### src/hw/rtl/rau_pkg.sv
// Types and constants shared by the rational arithmetic unit.
// No dependencies.
`default_nettype none
package rau_pkg;
	localparam logic [1:0] ACT_ADD = 2'd0;
	localparam logic [1:0] ACT_SUB = 2'd1;
	localparam logic [1:0] ACT_MUL = 2'd2;
	localparam logic [1:0] ACT_DIV = 2'd3;

	typedef struct packed {
		logic        [1:0]  action;
		logic signed [15:0] a_num;
		logic signed [15:0] a_den;
		logic signed [15:0] b_num;
		logic signed [15:0] b_den;
	} in_item_t;

	typedef struct packed {
		logic signed [32:0] res_num;
		logic        [30:0] res_den;
		logic               error;
	} out_item_t;

	// Classified word handed from the front part to the back part.
	typedef struct packed {
		logic        special;
		logic        error;
		logic        neg;
		logic [31:0] mag;
		logic [30:0] den;
	} job_t;
endpackage
`default_nettype wire

### src/hw/rtl/rational_arithmetic_unit_top.sv
// Top level of the rational arithmetic unit: front, queue and back parts.
// Depends on rau_pkg, rau_front, rau_queue and rau_back.
//
//   channel  | direction | handshake    | word
//   in_word  | in        | push / full  | in_item_t
//   out_word | out       | pop / empty  | out_item_t
//
// The front part takes a new word once its last one has gone to the queue;
// the back part sets the rate. In the back part a word goes through
// stripping common factors of two and binary GCD steps, then two restoring
// divisions; zero and error words go straight to the result register.
// Reset is asynchronous and empties every part. Either side may stall; the
// two-entry queue and the result register let each part run on its own.
`default_nettype none
module rational_arithmetic_unit_top import rau_pkg::*; (
	input  wire logic      clk,
	input  wire logic      arst_n,
	input  wire in_item_t  in_word,
	input  wire logic      push,
	output logic           full,
	output out_item_t      out_word,
	output logic           empty,
	input  wire logic      pop
);
	job_t f_job, q_job;
	logic f_valid, f_ready, q_valid, q_ready, in_ready, out_valid;

	assign full  = !in_ready;
	assign empty = !out_valid;

	rau_front u_front (
		.clk(clk), .arst_n(arst_n), .in_word(in_word), .in_valid(push),
		.in_ready(in_ready), .job(f_job), .job_valid(f_valid), .job_ready(f_ready)
	);

	rau_queue u_queue (
		.clk(clk), .arst_n(arst_n), .wr_word(f_job), .wr_valid(f_valid),
		.wr_ready(f_ready), .rd_word(q_job), .rd_valid(q_valid), .rd_ready(q_ready)
	);

	rau_back u_back (
		.clk(clk), .arst_n(arst_n), .job(q_job), .job_valid(q_valid),
		.job_ready(q_ready), .out_word(out_word), .out_valid(out_valid),
		.out_ready(pop)
	);
endmodule
`default_nettype wire

### src/hw/rtl/rau_front.sv
// Front part: forms cross products, moves the sign and classifies the word.
// Depends on rau_pkg.
`default_nettype none
module rau_front import rau_pkg::*; (
	input  wire logic      clk,
	input  wire logic      arst_n,
	input  wire in_item_t  in_word,
	input  wire logic      in_valid,
	output logic           in_ready,
	output job_t           job,
	output logic           job_valid,
	input  wire logic      job_ready
);
	logic        busy_q;
	logic        valid_s1;
	logic [1:0]  act_s1;
	logic        err_s1;
	logic signed [31:0] p0_s1, p1_s1, p2_s1;
	logic signed [33:0] num_c, den_c;
	logic signed [33:0] numf_c, denf_c;
	logic        go_c;

	assign go_c     = in_valid && in_ready;
	assign in_ready = !valid_s1 && !busy_q;

	// Stage one: three registered products.
	always_ff @(posedge clk or negedge arst_n) begin
		if (!arst_n) begin
			valid_s1 <= 1'b0;
		end else begin
			if (go_c) begin
				valid_s1 <= 1'b1;
			end else if (valid_s1) begin
				valid_s1 <= 1'b0;
			end
		end
	end

	always_ff @(posedge clk) begin
		if (go_c) begin
			act_s1 <= in_word.action;
			err_s1 <= (in_word.a_den == 16'sd0) || (in_word.b_den == 16'sd0) ||
			          (in_word.action == ACT_DIV && in_word.b_num == 16'sd0);
			p0_s1  <= (in_word.action == ACT_MUL) ? in_word.a_num * in_word.b_num
			                                      : in_word.a_num * in_word.b_den;
			p1_s1  <= in_word.a_den * in_word.b_num;
			p2_s1  <= in_word.a_den * in_word.b_den;
		end
	end

	// Combine products and put the sign on the numerator.
	always_comb begin
		unique case (act_s1)
			ACT_ADD: begin
				num_c = 34'(p0_s1) + 34'(p1_s1);
				den_c = 34'(p2_s1);
			end
			ACT_SUB: begin
				num_c = 34'(p0_s1) - 34'(p1_s1);
				den_c = 34'(p2_s1);
			end
			ACT_MUL: begin
				num_c = 34'(p0_s1);
				den_c = 34'(p2_s1);
			end
			default: begin
				num_c = 34'(p0_s1);
				den_c = 34'(p1_s1);
			end
		endcase
		numf_c = den_c[33] ? -num_c : num_c;
		denf_c = den_c[33] ? -den_c : den_c;
	end

	// Output register towards the queue.
	always_ff @(posedge clk or negedge arst_n) begin
		if (!arst_n) begin
			busy_q    <= 1'b0;
			job_valid <= 1'b0;
		end else begin
			if (valid_s1) begin
				busy_q    <= 1'b1;
				job_valid <= 1'b1;
			end else if (job_valid && job_ready) begin
				busy_q    <= 1'b0;
				job_valid <= 1'b0;
			end
		end
	end

	always_ff @(posedge clk) begin
		if (valid_s1) begin
			job.error   <= err_s1;
			job.special <= err_s1 || (numf_c == 34'sd0);
			job.neg     <= numf_c[33];
			job.mag     <= numf_c[33] ? 32'(-numf_c) : numf_c[31:0];
			job.den     <= denf_c[30:0];
		end
	end
endmodule
`default_nettype wire

### src/hw/rtl/rau_queue.sv
// Two-entry queue between the front and back parts.
// Depends on rau_pkg.
`default_nettype none
module rau_queue import rau_pkg::*; (
	input  wire logic clk,
	input  wire logic arst_n,
	input  wire job_t wr_word,
	input  wire logic wr_valid,
	output logic      wr_ready,
	output job_t      rd_word,
	output logic      rd_valid,
	input  wire logic rd_ready
);
	job_t       mem_q [2];
	logic       wp_q, rp_q;
	logic [1:0] cnt_q;
	logic       wr_c, rd_c;

	assign wr_ready = cnt_q != 2'd2;
	assign rd_valid = cnt_q != 2'd0;
	assign wr_c     = wr_valid && wr_ready;
	assign rd_c     = rd_valid && rd_ready;
	assign rd_word  = mem_q[rp_q];

	always_ff @(posedge clk or negedge arst_n) begin
		if (!arst_n) begin
			wp_q  <= 1'b0;
			rp_q  <= 1'b0;
			cnt_q <= 2'd0;
		end else begin
			if (wr_c) wp_q <= ~wp_q;
			if (rd_c) rp_q <= ~rp_q;
			cnt_q <= cnt_q + 2'(wr_c) - 2'(rd_c);
		end
	end

	always_ff @(posedge clk) begin
		if (wr_c) mem_q[wp_q] <= wr_word;
	end
endmodule
`default_nettype wire

### src/hw/rtl/rau_back.sv
// Back part: binary GCD and two restoring divisions, then the result register.
// Depends on rau_pkg.
`default_nettype none
module rau_back import rau_pkg::*; (
	input  wire logic  clk,
	input  wire logic  arst_n,
	input  wire job_t  job,
	input  wire logic  job_valid,
	output logic       job_ready,
	output out_item_t  out_word,
	output logic       out_valid,
	input  wire logic  out_ready
);
	typedef enum logic [2:0] {
		ST_IDLE, ST_TWOS, ST_GCD, ST_DIVN, ST_DIVD, ST_DONE
	} state_t;

	state_t      state_q;
	logic [31:0] u_q, v_q;
	logic [4:0]  k_q;
	logic [31:0] g_q;
	logic [31:0] mag_q;
	logic [30:0] den_q;
	logic        neg_q;
	logic        spec_q;
	logic        err_q;
	logic [31:0] dvd_q, quo_q;
	logic [31:0] rem_q;
	logic [5:0]  bit_q;
	logic [32:0] trial_c;
	logic        qbit_c;
	logic [31:0] quo_c;
	logic [31:0] diff_c;
	logic        load_c;

	// The result register is separate, so a new word may start while one waits.
	assign job_ready = state_q == ST_IDLE;
	assign trial_c   = {rem_q, dvd_q[31]};
	assign qbit_c    = trial_c >= {1'b0, g_q};
	assign quo_c     = {quo_q[30:0], qbit_c};
	assign diff_c    = (u_q > v_q) ? u_q - v_q : v_q - u_q;
	assign load_c    = state_q == ST_DONE && (!out_valid || out_ready);

	always_ff @(posedge clk or negedge arst_n) begin
		if (!arst_n) begin
			state_q   <= ST_IDLE;
			out_valid <= 1'b0;
		end else begin
			if (load_c) begin
				out_valid <= 1'b1;
			end else if (out_ready) begin
				out_valid <= 1'b0;
			end
			unique case (state_q)
				ST_IDLE: begin
					if (job_valid) begin
						mag_q  <= job.mag;
						den_q  <= job.den;
						neg_q  <= job.neg;
						spec_q <= job.special;
						err_q  <= job.error;
						u_q    <= job.mag;
						v_q    <= {1'b0, job.den};
						k_q    <= 5'd0;
						if (job.special) begin
							state_q <= ST_DONE;
						end else begin
							state_q <= ST_TWOS;
						end
					end
				end
				// Strip common factors of two.
				ST_TWOS: begin
					if (!u_q[0] && !v_q[0]) begin
						u_q <= u_q >> 1;
						v_q <= v_q >> 1;
						k_q <= k_q + 5'd1;
					end else begin
						state_q <= ST_GCD;
					end
				end
				// Stein steps: halve an even operand, else replace by difference.
				ST_GCD: begin
					if (u_q == v_q) begin
						g_q     <= u_q << k_q;
						dvd_q   <= mag_q;
						rem_q   <= 32'd0;
						bit_q   <= 6'd32;
						state_q <= ST_DIVN;
					end else if (!u_q[0]) begin
						u_q <= u_q >> 1;
					end else if (!v_q[0]) begin
						v_q <= v_q >> 1;
					end else if (u_q > v_q) begin
						u_q <= diff_c;
					end else begin
						v_q <= diff_c;
					end
				end
				// Restoring division, one quotient bit a cycle.
				ST_DIVN, ST_DIVD: begin
					quo_q <= quo_c;
					if (bit_q == 6'd1) begin
						if (state_q == ST_DIVN) begin
							mag_q   <= quo_c;
							dvd_q   <= {1'b0, den_q};
							rem_q   <= 32'd0;
							bit_q   <= 6'd32;
							state_q <= ST_DIVD;
						end else begin
							den_q   <= quo_c[30:0];
							state_q <= ST_DONE;
						end
					end else begin
						dvd_q <= dvd_q << 1;
						rem_q <= qbit_c ? 32'(trial_c - {1'b0, g_q}) : trial_c[31:0];
						bit_q <= bit_q - 6'd1;
					end
				end
				// Load the result register once it is free.
				ST_DONE: begin
					if (load_c) begin
						out_word.res_num <= spec_q ? 33'sd0
						                  : (neg_q ? -{1'b0, mag_q} : {1'b0, mag_q});
						out_word.res_den <= spec_q ? 31'd1 : den_q;
						out_word.error   <= err_q;
						state_q          <= ST_IDLE;
					end
				end
				default: state_q <= ST_IDLE;
			endcase
		end
	end
endmodule
`default_nettype wire

### config.mk
export PLATFORM = sky130hd
export DESIGN_NAME = rational_arithmetic_unit_top
export DESIGN_NICKNAME = d
export VERILOG_FILES = /design/src/hw/rtl/rau_pkg.sv /design/src/hw/rtl/rational_arithmetic_unit_top.sv /design/src/hw/rtl/rau_front.sv /design/src/hw/rtl/rau_queue.sv /design/src/hw/rtl/rau_back.sv
export SDC_FILE = /design/constraint.sdc
export NUM_CORES = 2
export LEC_CHECK = 0
export BUFFER_PORTS_ARGS = -buffer_cell sky130_fd_sc_hd__clkbuf_2
export CORE_ASPECT_RATIO = 2
export CORE_MARGIN = 5
export CORE_UTILIZATION = 62
export CTS_CLUSTER_SIZE = 16
export DETAILED_ROUTE_END_ITERATION = 10
export PLACE_DENSITY = 0.79
export SYNTH_ARGS = -nofsm -noshare
export SYNTH_HDL_FRONTEND = slang
export SYNTH_SLANG_ARGS = --single-unit
export TNS_END_PERCENT = 5
### constraint.sdc
create_clock -name clk -period 11.34 [get_ports clk]
set_input_delay 0.567 -clock clk [delete_from_list [all_inputs] [get_ports clk]]
set_output_delay 0.567 -clock clk [all_outputs]
set_load 0.02 [all_outputs]
==> results.toml <==
[placement]
place_congestion = 0.9549
dp_hpwl_um = 144900
place.port_buffers = 136

[final_layout]
drive_gt1_frac = 0.05633
syn_to_final_growth_pct = 5.315
nFillCells = 9648
nNetsFinal = 9315

[timing]
tightestPinTransition_ns = 1.243
fin_crit_ns = 7.442
drv_slew = 0
finClkSkew_ns = 0.03609
report.final.setup_viol = 0
hold_violations = 0
fin_tns_setup_ns = 0
timing.final.crit_share = 0.6563
rsz0062_at_grt = "no"
fmax_mhz = 134.4
relSlewSlack = 0.1713

[detailed_routing]
dr_wl_met2_um = 89830
route.top_layer_used = "met5"
wirelength_um = 194700
avgRoutedWirePerCell_um = 20.84
route.met3.wl_um = 16110
first_pass_iters = 6
drc = 0
via_count = 55820
ant_nets = 0
vias_per_cell = 5.975
met1_length_um = 76890
first_iter_violations = 5077

[hold_path]
whs_path_depth = 3
hp-class = "input pin to register"
hold_path_startpoint = "pop"

[setup_path]
startpoint = "in_word[54]"
arrival_ns = 7.84
endpoint = "u_front.p0_s1[31]$_DFFE_PP_"
ff2ff_path_depth = 21
reg2reg_slack_ns = 3.98
critPathCaptureType = "register"
crit_required_ns = 11.74
crit_fanout = 32
startpoint_type = "input pin"
r2r-end = "u_front.job[56]$_DFFE_PP_"
crit_type = "input pin to register"
rr_startpoint = "u_front.p1_s1[0]$_DFFE_PP_"

[die]
num_rows = 182
chipWidth_um = 257.8
die_y_um = 505.6
io_pins = 137
core_area_mm2 = 0.1225
die-area_mm2 = 0.1304
start_util = 0.6216

[clocking]
root_buffer = "clkbuf_16"
cts_tree = "done"
clkSlewWorstSetupHoldPaths_ns = 0.07
postCtsSetupBuffers = 0
clockBufferDepth = 3
cts_sinks = 640
h-tree-depth = 2
cts_resized = 0
clk_latency_ns = 0.70
numCtsBuffers = 60
cts_hold_buffers = 1

[synth]
async_flop_share = 0.01563
ys_types = 110
seq_area_frac_synth = 0.2517
ys_warn_count = 0
synth_enable_flop_cells = 630
synth_fp_nets = 9401
synth_ff_type = "edfxtp_1"
ys_ff_latch = 640
avgSynthCellArea_um2 = 9.747
netlist_instances = 7813
syn_area_mm2 = 0.07616

[global_route]
grt_max_degree = 88
grt_pass1_vias = 57720
antenna_found_initial = 8
grt_pass1_wl_um = 315100
grtUsageTotal = 0.3022
grt_overflow = 0

[outcome]
outcome = "finished, final reports clean"

[job]
max_cap_violations = 0
-- cells by family after synthesis --
group / synth area share
adder cells (fa/ha/maj): 0.3531
flip-flops: 0.2517
multiplexers: 0.02918
AO/OA/AOI/OAI: 0.09201
XOR/XNOR: 0.04484
AND/OR/NAND/NOR: 0.1424
buffers and inverters: 0.08681
-- registers in the layout (all words and copies together) (netlist names), 32 cells and up --
register,cells
u_back.dvd_q,32
u_back.g_q,32
u_back.mag_q,32
u_back.out_word,65
u_back.rem_q,32
u_back.u_q,32
u_back.v_q,32
u_front.job,66
u_front.p0_s1,32
u_front.p1_s1,32
u_front.p2_s1,32
u_queue.mem_q,132
-- cells in the mapped netlist, types with 10 or more instances --
cell | number | area (um^2)
a211oi_1 | 24 | 180.2
a31oi_1 | 40 | 250.2
ha_1 | 466 | 5831
clkbuf_1 | 314 | 1179
mux2i_1 | 186 | 1862
o21ai_0 | 211 | 1056
nor3_1 | 95 | 475.5
o21bai_1 | 46 | 345.3
o211ai_1 | 15 | 112.6
dfrtp_1 | 10 | 250.2
and3_1 | 34 | 212.7
o41ai_1 | 11 | 96.34
nor4_1 | 26 | 162.7
or2_2 | 19 | 118.9
nand2_1 | 875 | 3284
buf_1 | 21 | 78.83
mux2_2 | 16 | 180.2
o21ai_1 | 10 | 50.05
edfxtp_1 | 630 | 18920
nand3_1 | 61 | 305.3
o221ai_1 | 63 | 551.8
nand4_1 | 40 | 250.2
or3_1 | 31 | 193.9
and2_1 | 433 | 2709
a21o_1 | 95 | 713.2
o22ai_1 | 13 | 81.33
nor2_1 | 409 | 1535
a21boi_0 | 10 | 75.07
inv_1 | 1378 | 5172
a21oi_1 | 338 | 1692
nand2b_1 | 71 | 444.2
buf_2 | 16 | 80.08
o21a_1 | 33 | 247.7
xor2_1 | 143 | 1252
fa_1 | 1052 | 21060
nor2b_1 | 73 | 456.7
o31ai_1 | 32 | 240.2
or4_1 | 16 | 120.1
xnor2_1 | 245 | 2146
-- placed cells by master (no fill, tap or decap), types with 16 or more instances in the layout --
master,count
o31ai_1,32
fa_1,1052
or2_2,19
mux2i_1,185
nor4_1,26
or4_1,16
a31oi_1,39
mux2_2,16
nand3_1,61
nand2_1,874
ha_1,466
o21a_1,33
and3_1,32
nand4_1,40
clkbuf_16,60
o21ai_0,209
clkbuf_2,136
a211oi_1,24
o221ai_1,63
xnor2_1,245
nand2b_1,70
o21bai_1,46
and2_1,432
edfxtp_1,630
nor2_1,406
nor2b_1,71
inv_1,1378
xor2_1,143
or3_1,31
buf_4,76
a21o_1,95
a21oi_1,337
nor3_1,95
-- how the worst min path moves through the flow --
| stage | slack [ns] | to |
|---|---|---|
| 3_5_place_dp | 0.43 | u_queue.mem_q[1][24]$_DFFE_PP_ |
| 6_report | 0.25 | u_back.out_valid$_DFFE_PN0P_ |
| 5_1_grt | 0.24 | u_front.act_s1[0]$_DFFE_PP_ |
| 4_1_cts | 0.22 | u_back.out_valid$_DFFE_PN0P_ |
| 3_3_place_gp | 0.40 | u_back.out_word[0]$_DFFE_PP_ |
| 2_1_floorplan | 0.27 | u_back.out_valid$_DFFE_PN0P_ |
-- stage by stage --
step	instance area (um^2)	hold slack (ns)	setup WS, ns	cells	utilization
after floorplan	76160	0.2714	3.763	7813	-
after global placement	78080	0.4043	3.506	9228	0.6373
after detailed placement	78080	0.4306	3.415	9228	0.6373
after CTS	80200	0.2166	4.063	9340	0.6546
after global routing	80200	0.2375	3.421	9341	0.6546
final	80200	0.2486	3.898	9342	0.6547
-- layout make-up --
class	instances	area, um^2	share of cell area
flip-flops and latches	640	19170	0.2391
multi-input cells	5430	50510	0.6298
clock inverters	45	583.1	0.007270
diodes	2	5.005	0.00006240
inverters	1382	5187	0.06468
repair buffers	213	1261	0.01573
well taps	1564	1957	0.02440
clock buffers	66	1524	0.01900
-- critical path, stage by stage --
cell and delay [ns]:
clkbuf_2 0.47, and2_1 0.39, fa_1 0.54, inv_1 0.05, fa_1 0.54, inv_1 0.04
ha_1 0.17, inv_1 0.06, fa_1 0.44, fa_1 0.52, fa_1 0.50, inv_1 0.04
ha_1 0.21, nor3_1 0.26, o21ai_0 0.15, a31oi_1 0.38, o21ai_0 0.25, o41ai_1 0.75
o211ai_1 0.35, nand2_1 0.13, o221ai_1 0.15, or4_1 0.42, a31oi_1 0.21, xnor2_1 0.14
mux2i_1 0.09
-- layer usage --
layer  GRT usage  up-vias
met4      0.1395       10
met1      0.4170    27730
li1            -    25040
met3     0.04227      484
met2      0.4799     2545
met5           0        -
Power is left out: the tool's default activity adds up to more than one toggle a clock period on the data nets, which glitch-free logic cannot reach.
